[src/rtl/core/opu_pkg.sv]
// Shared constants for the order packet unstuffing and traded total block.
`timescale 1ns / 1ps

package opu_pkg;

  // Default sizes of the unstuffed word and of the scanned packet
  localparam int DECODED_BITS_DEF = 49;
  localparam int PACKET_BITS_DEF  = 64;

  // Packet bits handled by one scan stage
  localparam int BITS_PER_STAGE = 8;

  // A run of this many ones drops the following packet bit
  localparam logic [2:0] RUN_LIMIT = 3'd5;

  // Field layout of the unstuffed word
  localparam int STOCK_W   = 32;
  localparam int SELL_BIT  = 32;
  localparam int QTY_LSB   = 33;
  localparam int QTY_W     = 8;
  localparam int PRICE_LSB = 41;
  localparam int PRICE_W   = 8;
  localparam int PROD_W    = QTY_W + PRICE_W;

  // Running total width and saturation value
  localparam int                 TOTAL_W   = 63;
  localparam logic [TOTAL_W-1:0] TOTAL_MAX = {TOTAL_W{1'b1}};

endpackage

[src/rtl/core/opu_total.sv]
// Field split, quantity times price, and the saturating running total.
`timescale 1ns / 1ps

module opu_total #(
  parameter int DECODED_BITS = opu_pkg::DECODED_BITS_DEF
) (
  input  logic                          clk,
  input  logic                          rst_n,
  input  logic                          up_valid,
  output logic                          up_stall,
  input  logic [DECODED_BITS-1:0]       up_word,
  input  logic                          up_first,
  output logic                          out_valid,
  input  logic                          out_stall,
  output logic [opu_pkg::STOCK_W-1:0]   out_stock_id,
  output logic                          out_is_sell,
  output logic [opu_pkg::QTY_W-1:0]     out_quantity,
  output logic [opu_pkg::PRICE_W-1:0]   out_price,
  output logic [opu_pkg::TOTAL_W-1:0]   out_running_total
);
  import opu_pkg::*;

  // Product stage
  logic               pv_r, pv_nxt;
  logic               p_stall, p_load;
  logic [STOCK_W-1:0] p_stock_r;
  logic               p_sell_r;
  logic [QTY_W-1:0]   p_qty_r;
  logic [PRICE_W-1:0] p_price_r;
  logic               p_first_r;
  logic [PROD_W-1:0]  p_prod_r;

  // Result stage
  logic               ov_r, ov_nxt;
  logic               o_stall, o_load;
  logic [STOCK_W-1:0] o_stock_r;
  logic               o_sell_r;
  logic [QTY_W-1:0]   o_qty_r;
  logic [PRICE_W-1:0] o_price_r;
  logic [TOTAL_W-1:0] total_r, total_nxt;
  logic [TOTAL_W-1:0] base;
  logic [TOTAL_W:0]   sum;

  // Product stage handshake
  assign p_stall  = pv_r && o_stall;
  assign up_stall = p_stall;
  assign p_load   = up_valid && !p_stall;
  assign pv_nxt   = p_stall ? pv_r : up_valid;

  always_ff @(posedge clk) begin
    if (!rst_n) begin
      pv_r <= 1'b0;
    end else begin
      pv_r <= pv_nxt;
    end
  end

  // Split the word and form quantity times price
  always_ff @(posedge clk) begin
    if (p_load) begin
      p_stock_r <= up_word[STOCK_W-1:0];
      p_sell_r  <= up_word[SELL_BIT];
      p_qty_r   <= up_word[QTY_LSB +: QTY_W];
      p_price_r <= up_word[PRICE_LSB +: PRICE_W];
      p_first_r <= up_first;
      p_prod_r  <= PROD_W'(up_word[QTY_LSB +: QTY_W]) * PROD_W'(up_word[PRICE_LSB +: PRICE_W]);
    end
  end

  // Result stage handshake
  assign o_stall = ov_r && out_stall;
  assign o_load  = pv_r && !o_stall;
  assign ov_nxt  = o_stall ? ov_r : pv_r;

  // Clear on a batch start, add, saturate on carry out of the top bit
  always_comb begin
    base      = p_first_r ? '0 : total_r;
    sum       = {1'b0, base} + (TOTAL_W + 1)'(p_prod_r);
    total_nxt = sum[TOTAL_W] ? TOTAL_MAX : sum[TOTAL_W-1:0];
  end

  always_ff @(posedge clk) begin
    if (!rst_n) begin
      ov_r    <= 1'b0;
      total_r <= '0;
    end else begin
      ov_r <= ov_nxt;
      if (o_load) begin
        total_r <= total_nxt;
      end
    end
  end

  always_ff @(posedge clk) begin
    if (o_load) begin
      o_stock_r <= p_stock_r;
      o_sell_r  <= p_sell_r;
      o_qty_r   <= p_qty_r;
      o_price_r <= p_price_r;
    end
  end

  assign out_valid         = ov_r;
  assign out_stock_id      = o_stock_r;
  assign out_is_sell       = o_sell_r;
  assign out_quantity      = o_qty_r;
  assign out_price         = o_price_r;
  assign out_running_total = total_r;

endmodule

[config.mk]
export PLATFORM = sky130hd
export DESIGN_NAME = opu_total
export DESIGN_NICKNAME = d
export VERILOG_FILES = /design/src/rtl/core/opu_pkg.sv /design/src/rtl/core/opu_total.sv
export SDC_FILE = /design/constraint.sdc
export NUM_CORES = 1
export LEC_CHECK = 0
export BUFFER_PORTS_ARGS = -buffer_cell sky130_fd_sc_hd__buf_2
export CORE_ASPECT_RATIO = 2
export CORE_MARGIN = 4
export CORE_UTILIZATION = 55
export CTS_BUF_LIST = sky130_fd_sc_hd__clkbuf_8
export CTS_CLUSTER_DIAMETER = 200
export DETAILED_ROUTE_END_ITERATION = 6
export GPL_ROUTABILITY_DRIVEN = 0
export HOLD_SLACK_MARGIN = 0.02
export PLACE_DENSITY = 0.79
export RECOVER_POWER = 50
export SLEW_MARGIN = 5
export SYNTH_ARGS = -nofsm -noshare
export SYNTH_HDL_FRONTEND = slang
export SYNTH_SLANG_ARGS = --single-unit
[constraint.sdc]
create_clock -name clk -period 5.51 [get_ports clk]
set_clock_uncertainty 0.15 [all_clocks]
set_input_delay 0.2755 -clock clk [delete_from_list [all_inputs] [get_ports clk]]
set_output_delay 0.2755 -clock clk [all_outputs]
set_load 0.02 [all_outputs]
## Word level (Yosys, flattened, before mapping)

Index checks and enable logic that the tools add are counted.

| word-level totals | value |
|---|---|
| register bits after elaboration | 180 |
| bits of input ports | 54 |
| output and inout port bits | 114 |
| word-level logic and storage cells | 23 |

| cells by class | value |
|---|---|
| $add $sub $neg | 1 |
| multipliers | 1 |
| multiplexer cells | 2 |
| reductions and logical operators | 6 |

Operators by type and width:

| operator | count |
|---|---|
| 2-to-1 mux 63 bit | 2 |
| adder 63 x 16 -> 64 bit | 1 |
| multiplier 8 x 8 -> 16 bit | 1 |
| logical AND 1 bit | 4 |
| logical NOT 1 bit | 2 |

## Logic depth before layout (Yosys ltp)

Gate-level depths: netlist of the first run.

| depth | value |
|---|---|
| depth in word-level cells | 4 |
| depth in mapped cells | 16 |
| mapped depth without buffers | 16 |

## Least setup slack after synthesis of the first run

OpenSTA, ideal clock, no wires.

| timing | value |
|---|---|
| path type | input -> register |
| start point | input port up_word[36] |
| end point | register p_prod_r[15] (data pin) |
| library setup time | 0.266 ns |
| arrival | 3.907 ns |
| data required time | 5.094 ns |
| path slack | 1.187 ns |
| stages on the path | 14 |
| buffers on the path | 0 |
| cell sequence | and2_1 > fa_1 > inv_1 > fa_1 > fa_1 > fa_1 > inv_1 > ha_1 > inv_1 > a21oi_1 > o41a_1 > a41o_1 > o41ai_1 > xnor2_1 |

| on the way | value |
|---|---|
| word-level cells in the longest chain between the ends | 1 |

RTL lines:

| item | line | text |
|---|---|---|
| from (decl) | opu_total.sv:11 | `input logic [DECODED_BITS-1:0] up_word,` |
| multiplier 8 x 8 -> 16 bit | opu_total.sv:66 | `p_prod_r <= PROD_W'(up_word[QTY_LSB +: QTY_W]) * PROD_W'(up_word[PRICE_LSB +: PRICE_W]);` |
| to (signal assigned) | opu_total.sv:66 |  |
| to (decl) | opu_total.sv:31 | `logic [PROD_W-1:0] p_prod_r;` |

No other way between the ends.
A chain may end at the register's enable or synchronous reset.

## Final worst setup path of the first run

| timing | value |
|---|---|
| start point | input port up_word[45] |
| end point | register p_prod_r[15] (data pin) |

Same word-level chain as after synthesis.

==> run summary, run 1 <==
Peak supply drop: 210 uV
CP startpoint kind: input port
Fillcell total: 1491
Post-synth net total: 1101
Slowest stage delay, CP: 0.54 ns
Worst Hold Class: reg -> reg
Remaining routing DRC violations: 0
Hold Crit Start: p_stock_r[2]
IO buf count: 167
GR Util met2: 51.1%
Routed wire length: 28200 um
P&R area growth vs syn: 18.1%
Largest net degree at the start of global routing: 69
Post-synth EDFFs: 115
Most used DFF post-synth: edfxtp_1
Commonest non-fill, non-tap cell in the layout: clkbuf_1
Grt met1 use: 26.0%
CP Max Fanout: 9
IO Pins: 168
Seq. cell area: 4750 um2
Critical Path RT: 5.57 ns
Routed WL per cell: 20.1 um
Relative slew slack: -6.27%
Final setup viols: 0
Final ANT Viol Nets: 0
Netlist cell types: 73
Synth Cell Area: 10200 um2
Vias per cell: 6.07
Clock Pin Slew Worst Setup and Hold Paths: 0.10 ns
H-tree depth: 4
WHS: 0.279 ns
Slowest stage cell, crit path: dlygate4sd3_1
CTS Buffer Depth: 2
Tmin final: 5.09 ns
Cells after DPL: 1317
WHS Endpoint: out_stock_id[2]
Multi-input logic area: 5020 um2
Starting Density: 55.9%
Hold Path Depth: 0
RSZ-0062 raised after global routing: false
Mean Syn Cell Area: 10.6 um2
Failing checks: capacitance limit, slew limit
Die Y: 200 um
Max-Cap Viols: 1
Clock latency on the worst-skew pair: 0.46 ns
Crit Path Class: in -> reg
CP arrival: 5.14 ns
Most frequent cells in the layout: clkbuf_1 (120), edfxtp_1 (115), inv_1 (69), dfxtp_1 (65), nand2_1 (60)
First-pass GRT wire length: 45400 um
TritonRoute pass-1 iters: 6
Number of DRC markers in iteration 0: 507
Final Max Tran Viols: 35
Status: finished with violations
Final net count: 1315
Asr flop ratio synth: 0%
Top Usage Layer GRT: met2
Ant diodes: 0
Finished Layout Cells: 1400
Clock root cell: clkbuf_8
Reg2reg end: out_running_total[42]
Final period utilization: 92.3%
Total GRT Usage: 27.5%
Area of the core: 18200 um2
Total CTS buffers: 17
Worst-margin pin slew: 1.59 ns
Launch point of the worst reg-to-reg path: p_first_r
Detailed-route via count: 8495
Reg2Reg Depth: 13
Vias in the first global route: 8939
Clock Sink Count: 180
GRT met3 Usage: 4.97%
DP HPWL: 20200 um
Final hold vios: 0
Post-synthesis register bit count: 180
Max Fclk: 197 MHz
Number of buffers added for setup after CTS: 0
Initial antenna violation count: 0
Leakage power: 4.69 nW
Final setup TNS: 0 ns
Proportion of layout cells with a drive suffix above 1: 9.80%
CP endpoint kind: flop
FF-to-FF setup slack: 1.41 ns
CTS tree: yes
Pwr Density: 294 nW/um2
Site Rows: 70
Die area: 20900 um2
Sequential fraction of the synthesis area: 46.7%
CP Cell Sequence: dlygate4sd3_1, clkbuf_1, nand2_1, fa_1, inv_1, fa_1, ha_1, inv_1, fa_1, inv_1, ha_1, nor2b_1, o21ai_0, a21oi_1, o41a_1, a41o_1, o41ai_1, xnor2_1
Die width: 104 um
Total congestion overflow: 0
Synthesis warning total: 0
Syn Inst Count: 958
[layout make-up]
cell class,instances,area share (%)
flip-flops and latches,180,39.6
clock buffers,17,1.95
multi-input cells,672,41.8
inverters,70,2.20
well taps,216,2.25
clock inverters,14,1.52
repair buffers,231,10.8
[stage by stage]
stage               util [%]  area [um2]  total power [mW]  setup WS [ns]
floorplan                  -       10200              2.37           1.19
global placement        61.7       11200              2.56          0.872
detailed placement      61.7       11200              2.60          0.730
CTS                     66.8       12200              3.58          0.693
global route            66.0       12000              3.77          0.256
finish                  66.0       12000              3.54          0.424
[worst max-delay path, delay by kind of cell]
kind	cells	cell delay, ns
AND/OR/NAND/NOR	2	0.29
adder cells (fa/ha/maj)	5	1.98
AO/OA/AOI/OAI	5	1.38
buffers and inverters	5	1.09
XOR/XNOR	1	0.11
[where the power goes]
group	total (mW)	internal (mW)	switching, mW
Sequential	1.60	1.57	0.0370
Combinational	0.995	0.416	0.579
Clock	0.939	0.388	0.552
Total	3.54	2.37	1.17
[metal layers]
layer / share of wire (%) / wire length [um]
met2: 54 / 15300
met1: 32 / 9060
met4: 8.0 / 2260
met5: 0 / 0
met3: 5.4 / 1520
[Yosys cell counts (5+ instances only)]
master / number / area [um2]
nand3_1: 24 / 120
and4_1: 5 / 43.8
fa_1: 37 / 741
a21o_1: 9 / 67.6
a41oi_1: 10 / 87.6
o211ai_1: 11 / 82.6
buf_2: 5 / 25.0
a211oi_1: 6 / 45.0
nor2_1: 54 / 203
and2_1: 56 / 350
clkbuf_1: 25 / 93.8
nand4_1: 21 / 131
and3_1: 15 / 93.8
nand2b_1: 10 / 62.6
nor3_1: 21 / 105
nor4_1: 8 / 50.1
dfxtp_1: 65 / 1300
nand2_1: 60 / 225
xnor2_1: 13 / 114
nor2b_1: 23 / 144
xor2_1: 11 / 96.3
o21ai_0: 53 / 265
edfxtp_1: 115 / 3450
a21oi_1: 57 / 285
a31oi_1: 35 / 219
inv_1: 70 / 263
ha_1: 52 / 651
[worst max-delay path by stage]
| stage | slack, ns | depth (start not counted) | endpoint | from |
|---|---|---|---|---|
| floorplan | 1.19 | 14 | p_prod_r[15] | up_word[36] |
| global placement | 0.87 | 15 | p_prod_r[15] | up_word[36] |
| detailed placement | 0.73 | 15 | p_prod_r[15] | up_word[36] |
| CTS | 0.69 | 16 | p_prod_r[15] | up_word[36] |
| global route | 0.26 | 18 | p_prod_r[15] | up_word[45] |
| finish | 0.42 | 18 | p_prod_r[15] | up_word[45] |
[state kept, by name, indices dropped and copies added, names as in the netlist]
| signal | count |
|---|---|
| out_quantity | 8 |
| out_running_total | 63 |
| p_qty_r | 8 |
| p_sell_r | 1 |
| p_first_r | 1 |
| p_price_r | 8 |
| out_is_sell | 1 |
| out_price | 8 |
| out_stock_id | 32 |
| out_valid | 1 |
| p_prod_r | 16 |
| pv_r | 1 |
| p_stock_r | 32 |
[timing repair]
action                                  in CTS  in global routing
hold buffers                                52                  0
endpoints found under the setup margin       0                  0
endpoints found under the hold margin       52                  0
resized for setup                            0                  0
[kinds of logic (layout without fill, tap and decap cells)]
logic type	count (synthesis)	in the layout	share of synthesized area [%]
compound gates	220	220	14.4
xor+xnor	24	24	2.07
fa+ha+maj	89	89	13.7
buf+inv	106	332	4.09
flops	180	180	46.7
mux	4	4	0.393
simple gates	335	335	18.6
(Power assumes the default switching activity.)
==> run 2, diff against run 1 <==
--- a/config.mk
+++ b/config.mk
@@ -14,7 +14,7 @@
 export DETAILED_ROUTE_END_ITERATION = 6
 export GPL_ROUTABILITY_DRIVEN = 0
 export HOLD_SLACK_MARGIN = 0.02
-export PLACE_DENSITY = 0.79
+export PLACE_DENSITY = 0.78
 export RECOVER_POWER = 50
 export SLEW_MARGIN = 5
 export SYNTH_ARGS = -nofsm -noshare
==> constraint.sdc (replaced) <==
create_clock -name clk -period 5.5 [get_ports clk]
set_clock_uncertainty 0.15 [all_clocks]
set_input_delay 0.275 -clock clk [delete_from_list [all_inputs] [get_ports clk]]
set_output_delay 0.275 -clock clk [all_outputs]
set_load 0.02 [all_outputs]
==> run summary, run 2 (same netlist as run 1, synthesis figures left out) <==
Status: finished with violations
Failing checks: capacitance limit, slew limit
CTS tree: yes
Tmin final: 4.98 ns
Critical Path RT: 5.57 ns
Final hold vios: 0
CP startpoint kind: input port
Starting Density: 55.9%
CP arrival: 5.05 ns
Final setup margin: 0.518 ns
Proportion of layout cells with a drive suffix above 1: 9.70%
Final Max Tran Viols: 35
Final setup TNS: 0 ns
Pwr Density: 294 nW/um2
Worst Hold Class: reg -> reg
Power Total: 3.54 mW
TritonRoute pass-1 iters: 7
CP Max Fanout: 9
Commonest non-fill, non-tap cell in the layout: clkbuf_1
Crit Path Class: in -> reg
Vias per cell: 6.00
CP Cell Sequence: dlygate4sd3_1, clkbuf_1, nand2_1, fa_1, inv_1, fa_1, ha_1, inv_1, fa_1, inv_1, ha_1, nor2b_1, o21ai_0, a21oi_1, o41a_1, a41o_1, o41ai_1, xnor2_1
Max Fclk: 201 MHz
Fin area: 12000 um2
Die Y: 200 um
DP HPWL: 19900 um
Total congestion overflow: 0
Relative slew slack: -5.33%
Total GRT Usage: 26.9%
FF-to-FF setup slack: 1.06 ns
Largest net degree at the start of global routing: 69
Ant diodes: 0
Clock Sink Count: 180
CTS Buffer Depth: 2
Initial antenna violation count: 0
Cells after DPL: 1318
Remaining routing DRC violations: 0
Clock root cell: clkbuf_8
Routed wire length: 27900 um
Vias in the first global route: 8503
Site Rows: 70
IO Pins: 168
Die width: 104 um
Setup WS pre-CTS: 0.745 ns
Leakage power: 4.68 nW
Top Family by Delay on Critical Path: adder cells
Routed WL per cell: 19.9 um
RSZ-0062 raised after global routing: false
Finished Layout Cells: 1402
Worst-margin pin slew: 1.58 ns
Slowest stage delay, CP: 0.52 ns
First-pass GRT wire length: 44400 um
Area of the core: 18200 um2
Clock latency on the worst-skew pair: 0.49 ns
CP endpoint kind: flop
Post-layout util: 65.9%
Slowest stage cell, crit path: dlygate4sd3_1
Die area: 20900 um2
Final net count: 1316
Max FFs per register: 63
IO buf count: 167
Placed Area: 11200 um2
Peak supply drop: 251 uV
Max-Cap Viols: 1
Clock Pin Slew Worst Setup and Hold Paths: 0.10 ns
H-tree depth: 4
Total CTS buffers: 17
Most frequent cells in the layout: clkbuf_1 (123), edfxtp_1 (115), inv_1 (69), dfxtp_1 (65), nand2_1 (60)
WP buf/inv: 5
Number of DRC markers in iteration 0: 447
WHS: 0.267 ns
Final period utilization: 90.6%
Final setup viols: 0
Detailed-route via count: 8414
Final ANT Viol Nets: 0
P&R area growth vs syn: 18.1%
run 2: routing by layer:
layer  global-route usage [%]  up-vias  wire length [um]
met5                        0        -                 0
met2                     49.3      350             14900
met3                     4.48      116              1500
met4                     20.7        0              2290
met1                     26.4     3998              9150
li1                         -     3950                 -
run 2: path summary, 6_finish.rpt:
check,endpoint,cells past startpoint,startpoint
hold reg to reg,out_stock_id[1],0,p_stock_r[1]
setup reg to reg,out_running_total[55],12,p_first_r
hold / removal,out_stock_id[1],0,p_stock_r[1]
setup / recovery,p_prod_r[15],18,up_word[45]
run 2: where the power goes:
part           internal, mW  switching (mW)
combinational         0.417           0.582
sequential             1.57          0.0400
clock                 0.392           0.537
total                  2.38            1.16
run 2: layout make-up:
cell class | count | area, um2
clock buffers | 18 | 248
clock inverters | 14 | 163
fillers | 1495 | 6200
inverters | 70 | 264
multi-input cells | 672 | 5020
flip-flops and latches | 180 | 4750
well taps | 216 | 270
repair buffers | 232 | 1300
run 2: timing repair:
action,CTS,global route
gates resized for setup,0,0
buffers inserted,0,0
hold endpoints to repair,52,0
hold buffers,52,0
