==> src/rtl/core/opu_pkg.sv <==
// Shared constants for the order packet unstuffing and traded total block.
`timescale 1ns / 1ps

package opu_pkg;

  // Default sizes of the unstuffed word and of the scanned packet
  localparam int DECODED_BITS_DEF = 49;
  localparam int PACKET_BITS_DEF  = 64;

  // Packet bits handled by one scan stage
  localparam int BITS_PER_STAGE = 8;

  // A run of this many ones drops the following packet bit
  localparam logic [2:0] RUN_LIMIT = 3'd5;

  // Field layout of the unstuffed word
  localparam int STOCK_W   = 32;
  localparam int SELL_BIT  = 32;
  localparam int QTY_LSB   = 33;
  localparam int QTY_W     = 8;
  localparam int PRICE_LSB = 41;
  localparam int PRICE_W   = 8;
  localparam int PROD_W    = QTY_W + PRICE_W;

  // Running total width and saturation value
  localparam int                 TOTAL_W   = 63;
  localparam logic [TOTAL_W-1:0] TOTAL_MAX = {TOTAL_W{1'b1}};

endpackage

==> src/rtl/core/opu_scan_stage.sv <==
// One pipeline stage of the unstuffing scan: handles up to eight packet bits.
`timescale 1ns / 1ps

module opu_scan_stage #(
  parameter int STAGE_IDX    = 0,
  parameter int PACKET_BITS  = opu_pkg::PACKET_BITS_DEF,
  parameter int DECODED_BITS = opu_pkg::DECODED_BITS_DEF
) (
  input  logic                                    clk,
  input  logic                                    rst_n,
  input  logic                                    up_valid,
  output logic                                    up_stall,
  input  logic [PACKET_BITS-1:0]                  up_packet,
  input  logic                                    up_first,
  input  logic [DECODED_BITS-1:0]                 up_word,
  input  logic [$clog2(DECODED_BITS+1)-1:0]       up_pos,
  input  logic [2:0]                              up_ones,
  input  logic                                    up_skip,
  output logic                                    dn_valid,
  input  logic                                    dn_stall,
  output logic [PACKET_BITS-1:0]                  dn_packet,
  output logic                                    dn_first,
  output logic [DECODED_BITS-1:0]                 dn_word,
  output logic [$clog2(DECODED_BITS+1)-1:0]       dn_pos,
  output logic [2:0]                              dn_ones,
  output logic                                    dn_skip
);
  import opu_pkg::*;

  localparam int POS_W = $clog2(DECODED_BITS + 1);
  localparam int IDX_W = $clog2(DECODED_BITS);

  logic                    valid_r, valid_nxt;
  logic                    load;
  logic [PACKET_BITS-1:0]  packet_r;
  logic                    first_r;
  logic [DECODED_BITS-1:0] word_r, word_nxt;
  logic [POS_W-1:0]        pos_r, pos_nxt;
  logic [2:0]              ones_r, ones_nxt;
  logic                    skip_r, skip_nxt;

  // Handshake: take a new item when empty or when the held item leaves
  assign up_stall  = valid_r && dn_stall;
  assign load      = up_valid && !up_stall;
  assign valid_nxt = up_stall ? valid_r : up_valid;

  // Walk this stage's packet bits in order, copying or dropping each one
  always_comb begin
    int                  idx;
    logic [DECODED_BITS-1:0] w;
    logic [POS_W-1:0]    p;
    logic [2:0]          o;
    logic                s;
    logic                b;
    w = up_word;
    p = up_pos;
    o = up_ones;
    s = up_skip;
    for (int k = 0; k < BITS_PER_STAGE; k++) begin
      idx = STAGE_IDX * BITS_PER_STAGE + k;
      if (idx < PACKET_BITS) begin
        b = up_packet[idx];
        if (s) begin
          // drop the bit after a full run of ones
          s = 1'b0;
        end else if (p < POS_W'(DECODED_BITS)) begin
          w[p[IDX_W-1:0]] = b;
          p = p + POS_W'(1);
          if (b) begin
            if (o == RUN_LIMIT - 3'd1) begin
              o = 3'd0;
              s = 1'b1;
            end else begin
              o = o + 3'd1;
            end
          end else begin
            o = 3'd0;
          end
        end
      end
    end
    word_nxt = w;
    pos_nxt  = p;
    ones_nxt = o;
    skip_nxt = s;
  end

  // Valid flag
  always_ff @(posedge clk) begin
    if (!rst_n) begin
      valid_r <= 1'b0;
    end else begin
      valid_r <= valid_nxt;
    end
  end

  // Payload: capture on load, hold otherwise
  always_ff @(posedge clk) begin
    if (load) begin
      packet_r <= up_packet;
      first_r  <= up_first;
      word_r   <= word_nxt;
      pos_r    <= pos_nxt;
      ones_r   <= ones_nxt;
      skip_r   <= skip_nxt;
    end
  end

  assign dn_valid  = valid_r;
  assign dn_packet = packet_r;
  assign dn_first  = first_r;
  assign dn_word   = word_r;
  assign dn_pos    = pos_r;
  assign dn_ones   = ones_r;
  assign dn_skip   = skip_r;

endmodule

==> config.mk <==
export PLATFORM = sky130hd
export DESIGN_NAME = opu_scan_stage
export DESIGN_NICKNAME = d
export VERILOG_FILES = /design/src/rtl/core/opu_pkg.sv /design/src/rtl/core/opu_scan_stage.sv
export SDC_FILE = /design/constraint.sdc
export NUM_CORES = 1
export LEC_CHECK = 0
export BUFFER_PORTS_ARGS = -buffer_cell sky130_fd_sc_hd__buf_4
export CAP_MARGIN = 15
export CELL_PAD_IN_SITES_DETAIL_PLACEMENT = 0
export CELL_PAD_IN_SITES_GLOBAL_PLACEMENT = 1
export CORE_ASPECT_RATIO = 0.9
export CORE_MARGIN = 5
export CORE_UTILIZATION = 26
export CTS_CLUSTER_DIAMETER = 120
export DETAILED_ROUTE_END_ITERATION = 10
export GPL_TIMING_DRIVEN = 0
export HOLD_SLACK_MARGIN = 0.1
export PLACE_DENSITY = 0.64
export RECOVER_POWER = 25
export SLEW_MARGIN = 0
export SYNTH_ARGS = -nofsm -noshare
export SYNTH_HDL_FRONTEND = slang
export SYNTH_SLANG_ARGS = --single-unit
==> constraint.sdc <==
create_clock -name clk -period 11.6 [get_ports clk]
set_input_delay 1.16 -clock clk [delete_from_list [all_inputs] [get_ports clk]]
set_output_delay 1.16 -clock clk [all_outputs]
set_load 0.05 [all_outputs]
**Word-level counts from Yosys, hierarchy flattened**

Cells that the tools add are included.

- Bits in registers: 125
- Word-level logic and storage cells: 186

- Equality and inequality tests: 8
- Muxes and demuxes: 117
- Bitwise logic cells: 2
- Reduce and logical (&&, ||, !) cells: 12
- $lt $le $gt $ge: 24
- Add/subtract/negate cells: 16

Operators with widths:

| kind | number |
|---|---|
| 2-to-1 mux 49 bit | 16 |
| bitwise mux 49 bit | 8 |
| 2-to-1 mux 3 bit | 32 |
| 2-to-1 mux 6 bit | 16 |
| < comparator 6 x 7 -> 1 bit (second input constant) | 8 |
| adder 6 x 1 -> 6 bit (second input constant) | 8 |
| demux 1 bit (select 6 bit) | 8 |
| >= comparator 6 x 1 -> 1 bit (second input constant) | 8 |
| < comparator 6 bit (second input constant) | 8 |
| 2-to-1 mux 1 bit | 37 |
| adder 3 x 1 -> 3 bit (second input constant) | 8 |
| == test 3 bit (second input constant) | 8 |
| logical AND 1 bit | 10 |
| OR reduction 3 bit | 1 |
| inverter 1 bit | 2 |
| zero test 1 bit | 1 |

**Logic depth before layout (Yosys ltp)**

Gate-level depths: netlist of run 1.

- Depth in word-level cells: 40
- Gate-level depth with buffers: 43

**Worst setup path before layout of run 1**

Ideal clock, no wire load.

- Path kind: input-to-reg
- From: input up_pos[1]
- To: register ones_r[2] (netlist: dn_ones[2]) (data pin)
- Library setup time: 158 ps
- Arrival time: 9302 ps
- Required time: 11442 ps
- Stages on the path: 42
- Path buffers: 6
- Slack: 2140 ps
- Cell sequence: clkbuf_1 inv_1 ha_1 or4b_4 and2_1 buf_2 mux2i_2 inv_2 ha_1 and3b_1 and3_1 a311o_1 o2111ai_1 o211a_1 o41ai_4 nand2_1 a211oi_1 mux2i_1 [6 not listed] a21o_1 buf_2 o21ai_0 inv_1 ha_1 o311ai_2 nand2_1 mux2_2 or3_1 clkbuf_1 nand2_1 clkbuf_1 nor2_1 a31oi_1 inv_1 ha_1 or4_1 o211ai_1

- Longest elaborated chain between the ends: 38
- Elaborated cells between the ends (all ways): 99
- Those cells by class: 14 x add/sub; 8 x order compare; 7 x eq/ne; 70 x mux

Ends and longest elaborated chain:

| item | RTL line | text |
|---|---|---|
| start, declared | opu_scan_stage.sv:16 | `input logic [$clog2(DECODED_BITS+1)-1:0] up_pos,` |
| < comparator 6 bit | opu_scan_stage.sv:66 | `end else if (p < POS_W'(DECODED_BITS)) begin` |
| 2-to-1 mux 3 bit | opu_scan_stage.sv:66 |  |
| 2-to-1 mux 3 bit | opu_scan_stage.sv:63 | `if (s) begin` |
| adder 3 x 1 -> 3 bit / == test 3 bit (equally long branches) | opu_scan_stage.sv:74, opu_scan_stage.sv:70 |  |
| 2-to-1 mux 3 bit | opu_scan_stage.sv:70 | `if (o == RUN_LIMIT - 3'd1) begin` |
| 2-to-1 mux 3 bit | opu_scan_stage.sv:69 | `if (b) begin` |
| 2-to-1 mux 3 bit | opu_scan_stage.sv:66 |  |
| 2-to-1 mux 3 bit | opu_scan_stage.sv:63 |  |
| [23 not listed] | n/a |  |
| 2-to-1 mux 3 bit | opu_scan_stage.sv:66 |  |
| 2-to-1 mux 3 bit | opu_scan_stage.sv:63 |  |
| adder 3 x 1 -> 3 bit / == test 3 bit (equally long branches) | opu_scan_stage.sv:74, opu_scan_stage.sv:70 |  |
| 2-to-1 mux 3 bit | opu_scan_stage.sv:70 |  |
| 2-to-1 mux 3 bit | opu_scan_stage.sv:69 |  |
| 2-to-1 mux 3 bit | opu_scan_stage.sv:66 |  |
| 2-to-1 mux 3 bit (*) | opu_scan_stage.sv:63 |  |
| net ones_nxt[2] | opu_scan_stage.sv:39 | `logic [2:0] ones_r, ones_nxt;` |
| end signal, assigned | opu_scan_stage.sv:104 | `ones_r <= ones_nxt;` |
| end, declared | opu_scan_stage.sv:39 |  |

Mark *: on every way through the listed nets, which the timed path passes. The rest lies on a longest branch.
A chain may end at the register's enable or synchronous reset.

**Worst setup path in the final report of run 1**

- From: input up_pos[1]
- To: register word_r[6] (netlist: dn_word[6]) (data pin)

- Longest elaborated chain between the ends: 36
- Elaborated cells between the ends (all ways): 152
- Those cells by class: 12 x add/sub; 24 x order compare; 6 x eq/ne; 102 x mux; 8 x reduce/logical

Ends and longest elaborated chain:

| item | RTL line | text |
|---|---|---|
| branches (longest 35 deep; another with adder 6 x 1 -> 6 bit) | n/a |  |
| 2-to-1 mux 49 bit (*) | opu_scan_stage.sv:63 |  |
| net word_nxt[6] | opu_scan_stage.sv:37 | `logic [DECODED_BITS-1:0] word_r, word_nxt;` |
| end signal, assigned | opu_scan_stage.sv:102 | `word_r <= word_nxt;` |
| end, declared | opu_scan_stage.sv:37 |  |

Mark *: on every way through the listed nets, which the timed path passes.

==> results of run 1 <==
-- final cells by class --
cell class	count	area (um^2)	area share, %
Multi-Input combinational cell	1423	9350	54.5
Sequential cell	125	3740	21.8
Clock inverter	15	118	0.686
Inverter	44	165	0.963
Clock buffer	17	425	2.48
Timing Repair Buffer	265	1980	11.5
Buffer	126	507	2.96
Tap cell	688	861	5.02
-- metrics by stage --
step,TNS [ps],hold slack [ps],worst slack [ps],cell area (um^2)
3_3_place_gp,-217,607,-109,16500
6_report,0,674,574,17100
4_1_cts,0,696,314,17100
3_5_place_dp,-133,668,-66.4,16600
5_1_grt,-1.42,722,-1.42,17100
2_1_floorplan,0,1150,2140,13700
-- layer usage --
layer,routed length (um),up-vias,part of all wire (%),track usage (%)
li1,-,7243,-,-
met5,0,-,0,0
met4,655,0,1.1,3.34
met3,3340,48,5.5,1.47
met1,27700,7734,45,28.9
met2,29200,559,48,33.4
-- worst min-delay path by stage --
stage | cells past startpoint | startpoint | endpoint | slack, ps
global placement | 2 | dn_valid | dn_valid | 610
global route | 2 | dn_valid | dn_valid | 720
finish | 2 | dn_valid | dn_valid | 670
floorplan | 2 | dn_valid | dn_valid | 1150
CTS | 2 | dn_valid | dn_valid | 700
detailed placement | 2 | dn_valid | dn_valid | 670
-- registers in the layout, summed over array words and instances (netlist names) --
| name | cells |
|---|---|
| dn_word | 49 |
| dn_valid | 1 |
| dn_first | 1 |
| dn_pos | 6 |
| dn_packet | 64 |
| dn_ones | 3 |
| dn_skip | 1 |
-- placed cells by master, fill, tap and decap left out, types with 12 or more instances in the layout --
cell type and count:
buf_2 21, nand3_1 110, o31ai_1 16, clkbuf_1 109, a211oi_1 20, nand2_1 216, nand4_1 12, o21ai_0 68
xnor2_1 13, mux2i_1 135, edfxtp_1 124, nor3_1 71, buf_4 191, a221oi_1 40, clkbuf_4 60, a31oi_1 70
inv_1 36, or3_1 13, clkbuf_16 17, a311oi_1 36, a21oi_1 107, a31o_2 21, ha_1 24, and3_1 22
nor2_1 162, o211ai_1 24
-- kinds of logic after synthesis --
logic type               Yosys count
AND/OR/NAND/NOR                  706
AO/OA/AOI/OAI                    528
XOR/XNOR                          23
buffers and inverters            170
multiplexers                     142
flip-flops                       125
adder cells (fa/ha/maj)           24
-- power breakdown --
group / leakage (nW) / total, mW / internal, mW / switching [mW]
registers: 1.21 / 0.581 / 0.568 / 0.0132
clock network: 0.263 / 0.497 / 0.276 / 0.221
logic: 5.01 / 2.00 / 0.577 / 1.43
-- critical path: cells and delay by family --
kind            cells  cell delay, ps
simple gates        9            2500
fa+ha+maj           5            1310
compound gates     12            3160
mux                 3             980
buf+inv            13            2100
-- repair_timing --
action	CTS	global route
gates resized for setup	0	8
hold buffers	0	0
buffers inserted	0	2
endpoints found under the setup margin	0	58
==> impl_metrics.csv, run 1 <==
group,metric,value,unit
cells_and_area,final_cells,2703,
routing,num_vias,15600,
yosys,synth_top_family_by_area,"compound AO/OA/AOI/OAI gates",
worst_setup_path,cp_max_fo,10,
yosys,synth.avg_cell_area,7.99,um^2
worst_setup_path,rrSetupSlack,8500,ps
floorplanning,rows,79,
routing,vias_per_cell,5.77,
sta,slew_viol_final,26,
yosys,synthTopCellsByArea,"edfxtp_1 (27%), mux2i_1 (9.9%), nand2_1 (5.9%)",
grt,antenna_found_initial,0,
worst_setup_path,crit_path_max_incr_delay,520,ps
place,portBuffers,252,
flow_run,maxCapViolations,1,
sta,clock-skew-final,13.3,ps
clock_tree,cts_sinks,125,
worst_setup_path,crit_arrival,11240,ps
sta,finalCritPeriodShare,95.0,%
worst_setup_path,r2r_cells,4,
worst_setup_path,critPathKind,"primary input to flop",
clock_tree,clock_path_buffers,2,
grt,gr-usage-all-layers,20.0,%
power_and_ir_drop,leakage,6.48,nW
routing,drt_iter0_markers,1645,
worst_setup_path,critPathLaunchType,"primary input",
clock_tree,worstSkewPairLatency,420,ps
floorplanning,core_area,52000,um^2
worst_setup_path,endpoint_kind,"flop",
sta,tightestPinTransition,2260,ps
worst_setup_path,reg2reg_to,"dn_packet[57]",
routing,firstDrtPassIters,5,
yosys,yosysTopAreaCellShare,27.1,%
power_and_ir_drop,ir_worst_vdd,0.0000957,V
worst_setup_path,rr_startpoint,"dn_valid",
place,dpl.hpwl,49.2,mm
yosys,seq_area_frac_synth,27.3,%
sta,hold_viol,0,
place,dpl.cell_count,2662,
yosys,synthArstFlopShare,0,%
yosys,synth_compound_area_share,28.5,%
clock_tree,numCtsBuffers,17,
outcome,status,"complete, but fails checks",
cells_and_area,n_fill_cell,5582,
worst_setup_path,crit_start,"up_pos[1]",
yosys,syn-cell-area,13700,um^2
yosys,ys_seq_elements,125,
routing,avgRoutedWirePerCell,22.5,um
sta,max_freq,90.7,MHz
yosys,ys_types,108,
power_and_ir_drop,total_power,3.08,mW
floorplanning,die-height,228,um
yosys,syn_nets,1870,
routing,wl,60.8,mm
yosys,synth-simple-area-share,25.0,%
power_and_ir_drop,power.density,180,nW/um^2
cells_and_area,diodes,0,
grt,grt_max_degree,37,
yosys,synth_mux_area_share,10.4,%
floorplanning,start_util,26.4,%
worst_setup_path,required,11810,ps
grt,grt_pass1_wl,90.9,mm
place,routabilityCongestion,0.933,
clock_tree,cts_tree,"done",
yosys,yosysWarnings,0,
yosys,synth-edff-count,124,
yosys,synth-xor-area-share,1.69,%
routing,ant_nets,0,
clock_tree,clockRootBuffer,"clkbuf_16",
floorplanning,pin_count,254,
yosys,synth.largest_area_cell,"edfxtp_1",
yosys,yosys.cell_count.top_type,"nand2_1",
yosys,synthAdderAreaFrac,2.19,%
outcome,violations,"capacitance limit, slew limit",
clock_tree,h-tree-depth,4,
cells_and_area,final_layout_size_suffix_gt1_share,20.3,%
worst_hold_path,hold_class,"flop to flop",
floorplanning,die_area,57500,um^2
grt,first_global_vias,14900,
worst_setup_path,crit_slowest_cell,"or4_1",
cells_and_area,area_delta_synth_final,24.8,%
yosys,synthCells,1718,
yosys,synth_flop_cell,"edfxtp_1",
yosys,synth_common_cells,"nand2_1 (216), nor2_1 (162), mux2i_1 (136)",
grt,grt.overflow.total,0,
cells_and_area,utilization,33.0,%
routing,drc_errors,0,
sta,setup_viol_count_final,0,
sta,relSlewSlack,-51.0,%
clock_tree,clkTransAtPathRegs,70,ps
worst_setup_path,cp-endpoint,"dn_word[6]",
cells_and_area,final_nets,2154,
sta,fin_crit,11030,ps
floorplanning,die_x,252,um
Note: power is estimated with default switching activity, not from simulation.
==> inputs of run 2 (changes only) <==
--- a/config.mk
+++ b/config.mk
@@ -12,6 +12,7 @@
 export CORE_ASPECT_RATIO = 0.9
 export CORE_MARGIN = 5
 export CORE_UTILIZATION = 26
+export CTS_BUF_LIST = sky130_fd_sc_hd__clkbuf_4 sky130_fd_sc_hd__clkbuf_8
 export CTS_CLUSTER_DIAMETER = 120
 export DETAILED_ROUTE_END_ITERATION = 10
 export GPL_TIMING_DRIVEN = 0
==> run 2 against run 1 <==
Critical path depth is 1 lower. Clock-buffer cell count did not move. Sequential power barely moved. Combinational power about the same. Core utilization fell by 0.40 points. Die area unchanged. Clock power down 29%. Non-clock buffer count fell by 3. Via count is 0.62% lower. Largest cell class unchanged. Highest routed layer unchanged. Hold slack improved by 3.9 ps. The run still ends with capacitance limit, slew limit left.
==> impl_metrics.csv, run 2 (synthesized netlist as in run 1, its figures left out) <==
group,metric,value,unit
routing,dr_wl_met3,3.27,mm
cells_and_area,area_delta_synth_final,23.3,%
cells_and_area,largest_register_ffs,64,
power_and_ir_drop,total_power,2.93,mW
cells_and_area,final_cell_mix,"nand2_1 (215), buf_4 (189), nor2_1 (162)",
floorplanning,rows,79,
sta,whs,678,ps
worst_setup_path,critPathKind,"primary input to flop",
clock_tree,post-cts-setup-buffer-count,0,
floorplanning,die_area,57500,um^2
clock_tree,postCtsHoldBufs,0,
floorplanning,core_area,52000,um^2
grt,first_global_vias,14900,
sta,slew_viol_final,26,
worst_hold_path,hold_class,"flop to flop",
worst_setup_path,cp_max_fo,10,
routing,firstDrtPassIters,6,
place,routabilityCongestion,0.933,
power_and_ir_drop,leakage,6.38,nW
routing,wl,60.7,mm
routing,dr.max_layer_used,"met4",
routing,ant_nets,0,
worst_hold_path,hp-start,"dn_valid",
clock_tree,clockRootBuffer,"clkbuf_8",
worst_setup_path,crit_path_max_incr_delay,520,ps
place,dpl.cell_count,2662,
routing,num_vias,15500,
routing,vias_per_cell,5.74,
clock_tree,worstSkewPairLatency,450,ps
worst_setup_path,rr_startpoint,"dn_valid",
flow_run,maxCapViolations,1,
floorplanning,die_x,252,um
worst_setup_path,critPathLaunchType,"primary input",
cells_and_area,final_cells,2700,
routing,route.met2.wl,29.1,mm
sta,hold_viol,0,
cells_and_area,diodes,0,
routing,avgRoutedWirePerCell,22.5,um
sta,clock-skew-final,19.3,ps
worst_setup_path,crit_start,"up_pos[1]",
outcome,status,"complete, but fails checks",
clock_tree,cts_sinks,125,
floorplanning,pin_count,254,
cells_and_area,final_layout_size_suffix_gt1_share,20.2,%
routing,wl_met1,27.7,mm
outcome,violations,"capacitance limit, slew limit",
clock_tree,h-tree-depth,4,
clock_tree,numCtsBuffers,17,
grt,grt.overflow.total,0,
power_and_ir_drop,power.density,173,nW/um^2
grt,grt_pass1_wl,90.8,mm
sta,fin_crit,11030,ps
sta,tightestPinTransition,2250,ps
clock_tree,cts_tree,"done",
worst_setup_path,endpoint_kind,"flop",
worst_setup_path,required,11840,ps
sta,relSlewSlack,-50.2,%
routing,drc_errors,0,
sta,max_freq,90.7,MHz
worst_setup_path,crit_slowest_cell,"or4_1",
clock_tree,clkTransAtPathRegs,90,ps
floorplanning,die-height,228,um
place,portBuffers,252,
cells_and_area,final_common_cell,"nand2_1",
grt,gr-usage-all-layers,20.0,%
sta,rsz0062_at_grt,"false",
cells_and_area,final_nets,2151,
power_and_ir_drop,ir_worst_vdd,0.0000917,V
place,dpl.hpwl,49.2,mm
sta,finalCritPeriodShare,95.1,%
clock_tree,clock_path_buffers,2,
routing,drt_iter0_markers,1632,
sta,setup_viol_count_final,0,
grt,grt_max_degree,37,
worst_setup_path,crit_arrival,11270,ps
floorplanning,start_util,26.4,%
grt,antenna_found_initial,0,
==> run 2: cell count changes in the layout (fill, tap and decap cells not counted) <==
| cell | before | now |
|---|---|---|
| o21ai_0 | 68 | 69 |
| o21ai_1 | 9 | 8 |
| clkbuf_16 | 17 | 0 |
| clkbuf_8 | 0 | 17 |
| buf_4 | 191 | 189 |
| clkbuf_2 | 1 | 0 |
| nand2_2 | 0 | 1 |
| nand2_1 | 216 | 215 |
==> run 2: timing repair <==
| action | CTS | global route |
|---|---|---|
| gates resized for setup | 0 | 6 |
| endpoints found under the hold margin | 0 | 0 |
| setup endpoints to repair | 0 | 58 |
==> run 2: routing by layer <==
layer / vias up / track usage, %
met5: - / 0
met4: 0 / 3.31
met3: 44 / 1.56
met2: 554 / 33.3
met1: 7669 / 28.9
li1: 7221 / -
==> run 2: cell type report <==
type	count	area, um^2
clock buffer	17	234
fill	5605	35100
multi-input combinational	1423	9350
sequential	125	3740
timing repair buffer	263	1960
inverter	44	165
tap	688	861
buffer	125	502
clock inverter	15	118
==> run 2: stage by stage <==
| stage | instance area, um^2 | TNS, ps | setup WS, ps | util (%) |
|---|---|---|---|---|
| 5_1_grt | 16900 | 0 | 1.40 | 32.6 |
| 4_1_cts | 16900 | 0 | 359 | 32.5 |
| 3_5_place_dp | 16600 | -133 | -66.4 | 31.9 |
| 6_report | 16900 | 0 | 574 | 32.6 |
| 3_3_place_gp | 16500 | -217 | -109 | 31.7 |
| 2_1_floorplan | 13700 | 0 | 2140 | - |
==> run 2: power by group <==
group	leakage [nW]	internal, mW	switching [mW]	total [mW]
Sequential	1.21	0.567	0.0131	0.580
Clock	0.176	0.151	0.202	0.353
Combinational	4.99	0.574	1.42	2.00
Total	6.38	1.29	1.64	2.93
==> run 2: path summary, 6_finish.rpt <==
kind                                      end  slack (ps)  cells past startpoint
worst max-delay path               dn_word[6]         570                     41
worst min-delay path                 dn_valid         680                      2
worst max register to register  dn_packet[17]        8500                      4
worst min register to register       dn_valid         680                      2
==> run 2: worst max-delay path, delay by kind of cell <==
family | cells | cell delay [ps]
mux | 2 | 640
fa+ha+maj | 5 | 1330
compound gates | 12 | 3660
buf+inv | 13 | 2070
simple gates | 9 | 2370
